File: config.mk
export PLATFORM = sky130hd
export DESIGN_NAME = float32_to_half_quantizer
export DESIGN_NICKNAME = d
export VERILOG_FILES = /design/src/hw/rtl/hq_pkg.sv /design/src/hw/rtl/float32_to_half_quantizer.sv /design/src/hw/rtl/hq_encode.sv /design/src/hw/rtl/hq_decode.sv
export SDC_FILE = /design/constraint.sdc
export NUM_CORES = 1
export LEC_CHECK = 0
export BUFFER_PORTS_ARGS = -buffer_cell sky130_fd_sc_hd__buf_2
export CORE_MARGIN = 2
export CORE_UTILIZATION = 60
export DETAILED_ROUTE_END_ITERATION = 7
export PLACE_DENSITY = 0.83
export RECOVER_POWER = 50
export SYNTH_ARGS = -nofsm -noshare
export SYNTH_HDL_FRONTEND = slang
export SYNTH_SLANG_ARGS = --single-unit
File: constraint.sdc
create_clock -name clk_i -period 21.2 [get_ports clk_i]
set_input_delay 6.36 -clock clk_i [delete_from_list [all_inputs] [get_ports clk_i]]
set_output_delay 6.36 -clock clk_i [all_outputs]
set_load 0.02 [all_outputs]
File: src/hw/rtl/hq_pkg.sv
package hq_pkg;

  localparam int unsigned InWidth      = 32;
  localparam int unsigned StatusWidth  = 2;
  localparam int unsigned HalfWidth    = 15;
  localparam int unsigned DecodedWidth = 31;

  localparam logic [StatusWidth-1:0] StatusOk       = 2'd0;
  localparam logic [StatusWidth-1:0] StatusNotFinite = 2'd1;
  localparam logic [StatusWidth-1:0] StatusRange    = 2'd2;
  localparam logic [StatusWidth-1:0] StatusOverflow = 2'd3;

  localparam logic [7:0]  ExpAllOnes    = 8'hff;
  localparam logic [7:0]  ExpHalfMin    = 8'd113;  // binary32 exponent of 2^-14
  localparam logic [7:0]  ExpBiasDelta  = 8'd112;  // 127 - 15
  localparam logic [7:0]  SubShiftBase  = 8'd126;  // 13 + 113
  localparam logic [30:0] MaxFiniteBits = 31'h477fe000;
  localparam logic [4:0]  HalfExpMax    = 5'h1f;

  typedef struct packed {
    logic [StatusWidth-1:0] status;
    logic [HalfWidth-1:0]   half_bits;
  } hq_enc_t;

endpackage

File: src/hw/rtl/float32_to_half_quantizer.sv
// Pipeline: an accepted input is held in the input register, encoded and
// decoded, and registered in the result register that drives out_valid_o.
// Throughput: one transaction per cycle while out_stall_i is low, set by the
// input register feeding the encode/decode logic and the result register.
// Reset: asynchronous, active low; clears both valid flags, so the block
// comes out of reset empty and ready.
module float32_to_half_quantizer (
  input  logic                             clk_i,
  input  logic                             rst_ni,
  input  logic                             in_valid_i,
  output logic                             in_stall_o,
  input  logic [hq_pkg::InWidth-1:0]       value_bits_i,
  output logic                             out_valid_o,
  input  logic                             out_stall_i,
  output logic [hq_pkg::StatusWidth-1:0]   status_o,
  output logic [hq_pkg::HalfWidth-1:0]     half_bits_o,
  output logic [hq_pkg::DecodedWidth-1:0]  decoded_bits_o
);

  logic                              in_vld_q;
  logic [hq_pkg::InWidth-1:0]        in_data_q;
  logic                              out_vld_q;
  logic [hq_pkg::StatusWidth-1:0]    status_q;
  logic [hq_pkg::HalfWidth-1:0]      half_q;
  logic [hq_pkg::DecodedWidth-1:0]   dec_q;

  hq_pkg::hq_enc_t                   enc;
  logic [hq_pkg::DecodedWidth-1:0]   dec;
  logic                              out_load;
  logic                              in_load;

  hq_encode u_encode (
    .value_bits_i (in_data_q),
    .enc_o        (enc)
  );

  hq_decode u_decode (
    .half_bits_i    (enc.half_bits),
    .decoded_bits_o (dec)
  );

  assign out_load   = !out_vld_q || !out_stall_i;
  assign in_stall_o = in_vld_q && !out_load;
  assign in_load    = in_valid_i && !in_stall_o;

  always_ff @(posedge clk_i or negedge rst_ni) begin
    if (!rst_ni) begin
      in_vld_q  <= 1'b0;
      out_vld_q <= 1'b0;
    end else begin
      if (!in_stall_o) begin
        in_vld_q <= in_valid_i;
      end
      if (out_load) begin
        out_vld_q <= in_vld_q;
      end
    end
  end

  always_ff @(posedge clk_i) begin
    if (in_load) begin
      in_data_q <= value_bits_i;
    end
    if (out_load && in_vld_q) begin
      status_q <= enc.status;
      half_q   <= (enc.status == hq_pkg::StatusOk) ? enc.half_bits : '0;
      dec_q    <= (enc.status == hq_pkg::StatusOk) ? dec : '0;
    end
  end

  assign out_valid_o    = out_vld_q;
  assign status_o       = status_q;
  assign half_bits_o    = half_q;
  assign decoded_bits_o = dec_q;

endmodule

File: src/hw/rtl/hq_encode.sv
module hq_encode (
  input  logic [hq_pkg::InWidth-1:0] value_bits_i,
  output hq_pkg::hq_enc_t            enc_o
);

  logic        sign;
  logic [30:0] mag;
  logic [7:0]  expo;
  logic [22:0] man;

  logic [10:0] norm_hm;
  logic        norm_up;
  logic [8:0]  norm_he;
  logic [14:0] norm_h;
  logic        norm_ovf;

  logic [7:0]  sub_sh;
  logic [4:0]  sub_sh5;
  logic [31:0] sub_v;
  logic [31:0] sub_q;
  logic [31:0] sub_rem;
  logic [31:0] sub_half;
  logic [31:0] sub_r;
  logic [14:0] sub_h;

  assign sign = value_bits_i[31];
  assign mag  = value_bits_i[30:0];
  assign expo = value_bits_i[30:23];
  assign man  = value_bits_i[22:0];

  // normal half range: round mantissa by 13 to nearest even
  assign norm_up = (man[12:0] > 13'h1000) || ((man[12:0] == 13'h1000) && man[13]);
  assign norm_hm = {1'b0, man[22:13]} + {10'd0, norm_up};
  assign norm_he = {1'b0, expo - hq_pkg::ExpBiasDelta} + {8'd0, norm_hm[10]};
  assign norm_ovf = (norm_he >= {4'd0, hq_pkg::HalfExpMax});
  assign norm_h  = {norm_he[4:0], norm_hm[9:0]};

  // half subnormal range: rounding right shift of the full significand
  assign sub_sh   = hq_pkg::SubShiftBase - expo;
  assign sub_sh5  = sub_sh[4:0];
  assign sub_v    = {8'd0, 1'b1, man};
  assign sub_q    = sub_v >> sub_sh5;
  assign sub_rem  = sub_v & ((32'd1 << sub_sh5) - 32'd1);
  assign sub_half = 32'd1 << (sub_sh5 - 5'd1);
  assign sub_r    = sub_q + {31'd0, (sub_rem > sub_half) ||
                                    ((sub_rem == sub_half) && sub_q[0])};
  assign sub_h    = (sub_sh >= 8'd32) ? 15'd0 : sub_r[14:0];

  always_comb begin
    enc_o.status    = hq_pkg::StatusOk;
    enc_o.half_bits = '0;
    if (expo == hq_pkg::ExpAllOnes) begin
      enc_o.status = hq_pkg::StatusNotFinite;
    end else if ((sign && (mag != '0)) || (mag > hq_pkg::MaxFiniteBits)) begin
      enc_o.status = hq_pkg::StatusRange;
    end else if (expo == 8'd0) begin
      enc_o.half_bits = '0;
    end else if (expo >= hq_pkg::ExpHalfMin) begin
      if (norm_ovf) begin
        enc_o.status = hq_pkg::StatusOverflow;
      end else begin
        enc_o.half_bits = norm_h;
      end
    end else begin
      enc_o.half_bits = sub_h;
    end
  end

endmodule

File: src/hw/rtl/hq_decode.sv
module hq_decode (
  input  logic [hq_pkg::HalfWidth-1:0]    half_bits_i,
  output logic [hq_pkg::DecodedWidth-1:0] decoded_bits_o
);

  logic [4:0] e;
  logic [9:0] m;
  logic [3:0] lead;
  logic [3:0] shift;
  logic [9:0] m_norm;
  logic [7:0] sub_exp;

  assign e = half_bits_i[14:10];
  assign m = half_bits_i[9:0];

  // position of the leading one in the subnormal mantissa
  always_comb begin
    lead = 4'd0;
    for (int i = 0; i < 10; i++) begin
      if (m[i]) begin
        lead = 4'(i);
      end
    end
  end

  assign shift   = 4'd10 - lead;
  assign m_norm  = 10'(m << shift);
  assign sub_exp = hq_pkg::ExpHalfMin - {4'd0, shift};

  always_comb begin
    if (e != 5'd0) begin
      decoded_bits_o = {{3'd0, e} + hq_pkg::ExpBiasDelta, m, 13'd0};
    end else if (m == 10'd0) begin
      decoded_bits_o = '0;
    end else begin
      decoded_bits_o = {sub_exp, m_norm, 13'd0};
    end
  end

endmodule
; Word level (Yosys, flattened, before mapping)
; Index checks and enable logic that the tools add are counted.
[word_totals]
regBits = 82
inputBits = 36
output_inout_bits = 50
word_cells = 74
[op_classes]
addsub = 10
n_lt_le_gt_ge = 6
n_eq_ne = 3
n_shift = 4
mux = 22
bitwise_logic = 2
n_reduce_logical = 20
[op_table]
columns = cell, n
row1 = $mux W15, 6
row2 = $shl A1 B5 Y32 const A, 2
row3 = $mux W31, 2
row4 = $and A24 B32 Y32, 1
row5 = $eq A32 B32 Y1, 1
row6 = $gt A32 B32 Y1, 1
row7 = $sub A32 B1 Y32 const B, 1
row8 = $gt A31 B31 Y1 const B, 1
row9 = $reduce_bool A31 Y1, 1
row10 = $shr A24 B5 Y15, 1
row11 = $add A15 B1 Y15, 1
row12 = $mux W2, 7
row13 = $eq A13 B13 Y1 const B, 1
row14 = $gt A13 B13 Y1 const B, 1
row15 = $mux W3, 4
row16 = $add A10 B1 Y11, 1
row17 = $logic_not A10 Y1, 1
row18 = $shl A10 B4 Y10, 1
row19 = $add A8 B1 Y9, 1
row20 = $ge A9 B5 Y1 const B, 1
row21 = $add A5 B7 Y8 const B, 1
row22 = $eq A8 B8 Y1 const B, 1
row23 = $ge A8 B6 Y1 const B, 1
row24 = $ge A8 B7 Y1 const B, 1
row25 = other kinds (15), 27

; Depth between registers and ports, before layout
[depth]
word_depth = 26
depth_mapped = 42
ltp_nobuf = 40

; Hierarchy
; Synthesis repeated with hierarchy kept, for this count alone.
[unflattened]
hier_cells = 833
hier_area_um2 = 7843.8
[modules_own_cells]
columns = module, instances, cells_each, area_per_inst_um2, seq_area_each_um2
row1 = hq_encode, 1, 558, 4027.6, 0.0
row2 = float32_to_half_quantizer, 1, 139, 2861.5, 2452.4
row3 = hq_decode, 1, 136, 954.7, 0.0

; Worst setup path after synthesis
; No wires, ideal clock.
[synth_timing]
kind = input to output
start = input port out_stall_i
end = output port in_stall_o
t_arrival_ns = 6.599
t_required_ns = 14.840
setup_slack_ns = 8.241
stages = 2
path_buffers = 0
cell_sequence = nand3_1 inv_1
[synth_between]
elab_chain_cells = 4
[synth_lines]
columns = item, line
row1 = from (decl), float32_to_half_quantizer.sv:14  ; input logic out_stall_i,
row2 = $logic_not A1 Y1, float32_to_half_quantizer.sv:42  ; assign out_load = !out_vld_q || !out_stall_i;
row3 = $logic_or A1 B1 Y1, float32_to_half_quantizer.sv:42
row4 = $logic_not A1 Y1, float32_to_half_quantizer.sv:43  ; assign in_stall_o = in_vld_q && !out_load;
row5 = $logic_and A1 B1 Y1, float32_to_half_quantizer.sv:43
row6 = to (decl), float32_to_half_quantizer.sv:11  ; output logic in_stall_o,
; No other way between the ends.

; Worst setup path after layout
; Same ends and word-level chain as after synthesis.

==> flow_metrics.py <==
metrics = {
    "clock_tree": {
        "clockBufferDepth": 2,
        "cts_buffers": 9,
        "cts_hold_buffers": 0,
        "postCtsSetupRepairBufs": 0,
        "numClockSinks": 68,
        "clk_latency_ns": 0.35,
        "cts_root_buffer": "clkbuf_16",
        "htreeDepth": 3,
        "cts_tree": "done",
        "cts.reportedPaths.clkPinSlew_ns": 0.06,
        "cts_resized": 0,
    },
    "layout": {
        "final_cell_mix": "76 x nand2_1, 66 x edfxtp_1, 54 x buf_2",
        "syn_to_final_growth_pct": 8.029,
        "instances_no_fill": 1017,
        "layout_commonest_cell": "nand2_1",
        "stdcell_area_um2": 8064,
        "nNetsFinal": 927,
        "antenna_cells": 0,
        "drive_above_1_share": 0.1849,
    },
    "logic_synthesis": {
        "avgSynthCellArea_um2": 9.227,
        "ys_ff_latch": 68,
        "syn-cell-area_um2": 7465,
        "synth_ff_type": "edfxtp_1",
        "ys_types": 103,
        "ys_async_sr_fraction": 0.02941,
        "yosys_warnings": 0,
        "synthCells": 809,
        "yosys.area.top_type": "edfxtp_1",
        "synth-edff-count": 66,
        "ys_seq_area_frac": 0.2722,
        "synth.area.top_cells": "edfxtp_1 27%, ha_1 7.9%, mux2i_1 4.0%",
        "yosysTopAreaCellShare": 0.2655,
    },
    "power": {
        "powerDensity_nw_per_um2": 64.99,
        "irDropWorstVdd_v": 0.00006286,
        "p_leak_nw": 3.134,
        "total_power_mw": 0.5241,
    },
    "detailed_routing": {
        "viasPerCell": 6.814,
        "drc": 0,
        "routedWlPerCell_um": 21.11,
        "firstDrtPassIters": 6,
        "ant_nets": 0,
        "drt-initial-drc-count": 799,
        "drt_wl_total_mm": 21.47,
        "num_vias": 6930,
    },
    "floorplan": {
        "ioPinCount": 86,
        "num_rows": 40,
        "core_um2": 12060,
        "die_area_um2": 13350,
        "die_y_um": 115.5,
        "initial_core_util": 0.6189,
        "die-width_um": 115.5,
    },
    "setup_path": {
        "reg2reg_from": "in_data_q[23]$_DFFE_PP_",
        "worstPathMaxFanout": 3,
        "startpoint": "out_stall_i",
        "cp.arrival_ns": 6.92,
        "start_kind": "input port",
        "path_class": "in2out",
        "required_ns": 14.84,
        "end_kind": "output pin",
    },
    "run": {
        "maxCapViolations": 1,
    },
    "global_routing": {
        "grt_pass1_vias": 6425,
        "track_usage": 0.3296,
        "grt_pass1_wl_mm": 33.84,
        "grt_antenna_before_repair": 0,
        "grt_overflow": 0,
        "grt_max_degree": 38,
    },
    "timing": {
        "fmax_mhz": 75.31,
        "finClkSkew_ns": 0.005732,
        "setup_violations": 0,
        "slew_headroom": -0.1371,
        "fin_crit_ns": 13.28,
        "finalCritPeriodShare": 0.6263,
        "tns_ns": 0,
        "worst_pin_slew_ns": 1.706,
        "drv_slew": 33,
        "setup_slack_ns": 7.922,
        "grt_setup_unrepaired": "false",
        "hold_viol_final": 0,
    },
    "placement": {
        "gp_congestion": 1.055,
        "detailedPlace.worstSlack_ns": 8.028,
        "place_area_um2": 7766,
        "dpl.cell_count": 1001,
        "dp_hpwl_mm": 16.04,
        "portBuffers": 72,
    },
    "outcome": {
        "violations": "max-capacitance violations, max-slew violations",
        "outcome": "finished with violations",
    },
    "min_path": {
        "min_path_type": "reg2reg",
        "worstHoldStart": "in_vld_q$_DFFE_PN0N_",
    },
}
## registers in the layout, indices dropped and copies added, names as in the netlist
name,count
decoded_bits_o,17
in_data_q,32
out_valid_o,1
status_o,2
half_bits_o,15
in_vld_q,1
## synth_stat cells (all sizes together) (6+ instances only)
library cell and n:
nand2 76, edfxtp 66, nor2 49, ha 47, buf 39, a21oi 37
nand3 34, o21ai 31, mux2i 30, clkbuf 27, nand4 25, mux2 23
inv 20, nor2b 18, and2 17, xnor2 17, xor2 17, or2 15
mux4 14, nor3 11, nand2b 10, o211ai 10, or3 10, nor4 9
a211oi 8, a21boi 8, a21o 8, a31oi 8, o21a 8, o22ai 8
and3 7, o2111ai 6, o211a 6, o31ai 6
## area by class of cell
class | count | area (µm²)
repair buffers | 78 | 379.1
well taps | 168 | 210.2
multi-input cells | 666 | 5035
clock buffers | 9 | 225.2
fillers | 931 | 3998
flip-flops and latches | 68 | 2032
inverters | 21 | 83.83
clock inverters | 7 | 98.84
## per-layer routing
metal / GRT usage / wire (µm) / vias to the layer above
li1: - / - / 3144
met1: 0.4692 / 8883 / 3266
met2: 0.4846 / 9152 / 455
met3: 0.07793 / 2599 / 65
met4: 0.1317 / 837 / 0
met5: 0 / 0 / -
## per-stage QoR
| step | utilization | hold WS, ns |
|---|---|---|
| final | 0.6686 | 0.5035 |
| after global routing | 0.6686 | 0.5249 |
| after CTS | 0.6707 | 0.5054 |
| after detailed placement | 0.6439 | 0.4920 |
| after global placement | 0.6439 | 0.4633 |
| after floorplan | - | 0.4434 |
## logic make-up after synthesis
| group | count (synthesis) | synth area share |
|---|---|---|
| flops | 68 | 0.2722 |
| mux | 67 | 0.1177 |
| other cells | 1 | 0.0005024 |
| buf+inv | 87 | 0.06085 |
| simple gates | 302 | 0.2194 |
| xor+xnor | 34 | 0.04492 |
| fa+ha+maj | 47 | 0.07878 |
| compound gates | 203 | 0.2057 |
## critical path, cell delays in order
cell      delay (ns)
clkbuf_1        0.19
nand3_1         0.15
inv_1           0.07
buf_2           0.15
## path summary, 6_finish.rpt
check                                                    to  cells after the start  slack, ns
hold reg to reg                     out_valid_o$_DFFE_PN0N_                      1       0.50
max in group asynchronous              in_vld_q$_DFFE_PN0N_                      1      15.28
setup / recovery                                 in_stall_o                      4       7.92
min in group asynchronous           out_valid_o$_DFFE_PN0N_                      1       5.79
setup reg to reg           decoded_bits_o[20]$_SDFFCE_PP0P_                     39      10.61
hold / removal                      out_valid_o$_DFFE_PN0N_                      1       0.50
## where the power goes
group	switching (mW)	internal [mW]
clock network	0.0599	0.104
logic	0.118	0.0701
registers	0.0125	0.160
Power figures use the tool's default switching activity.
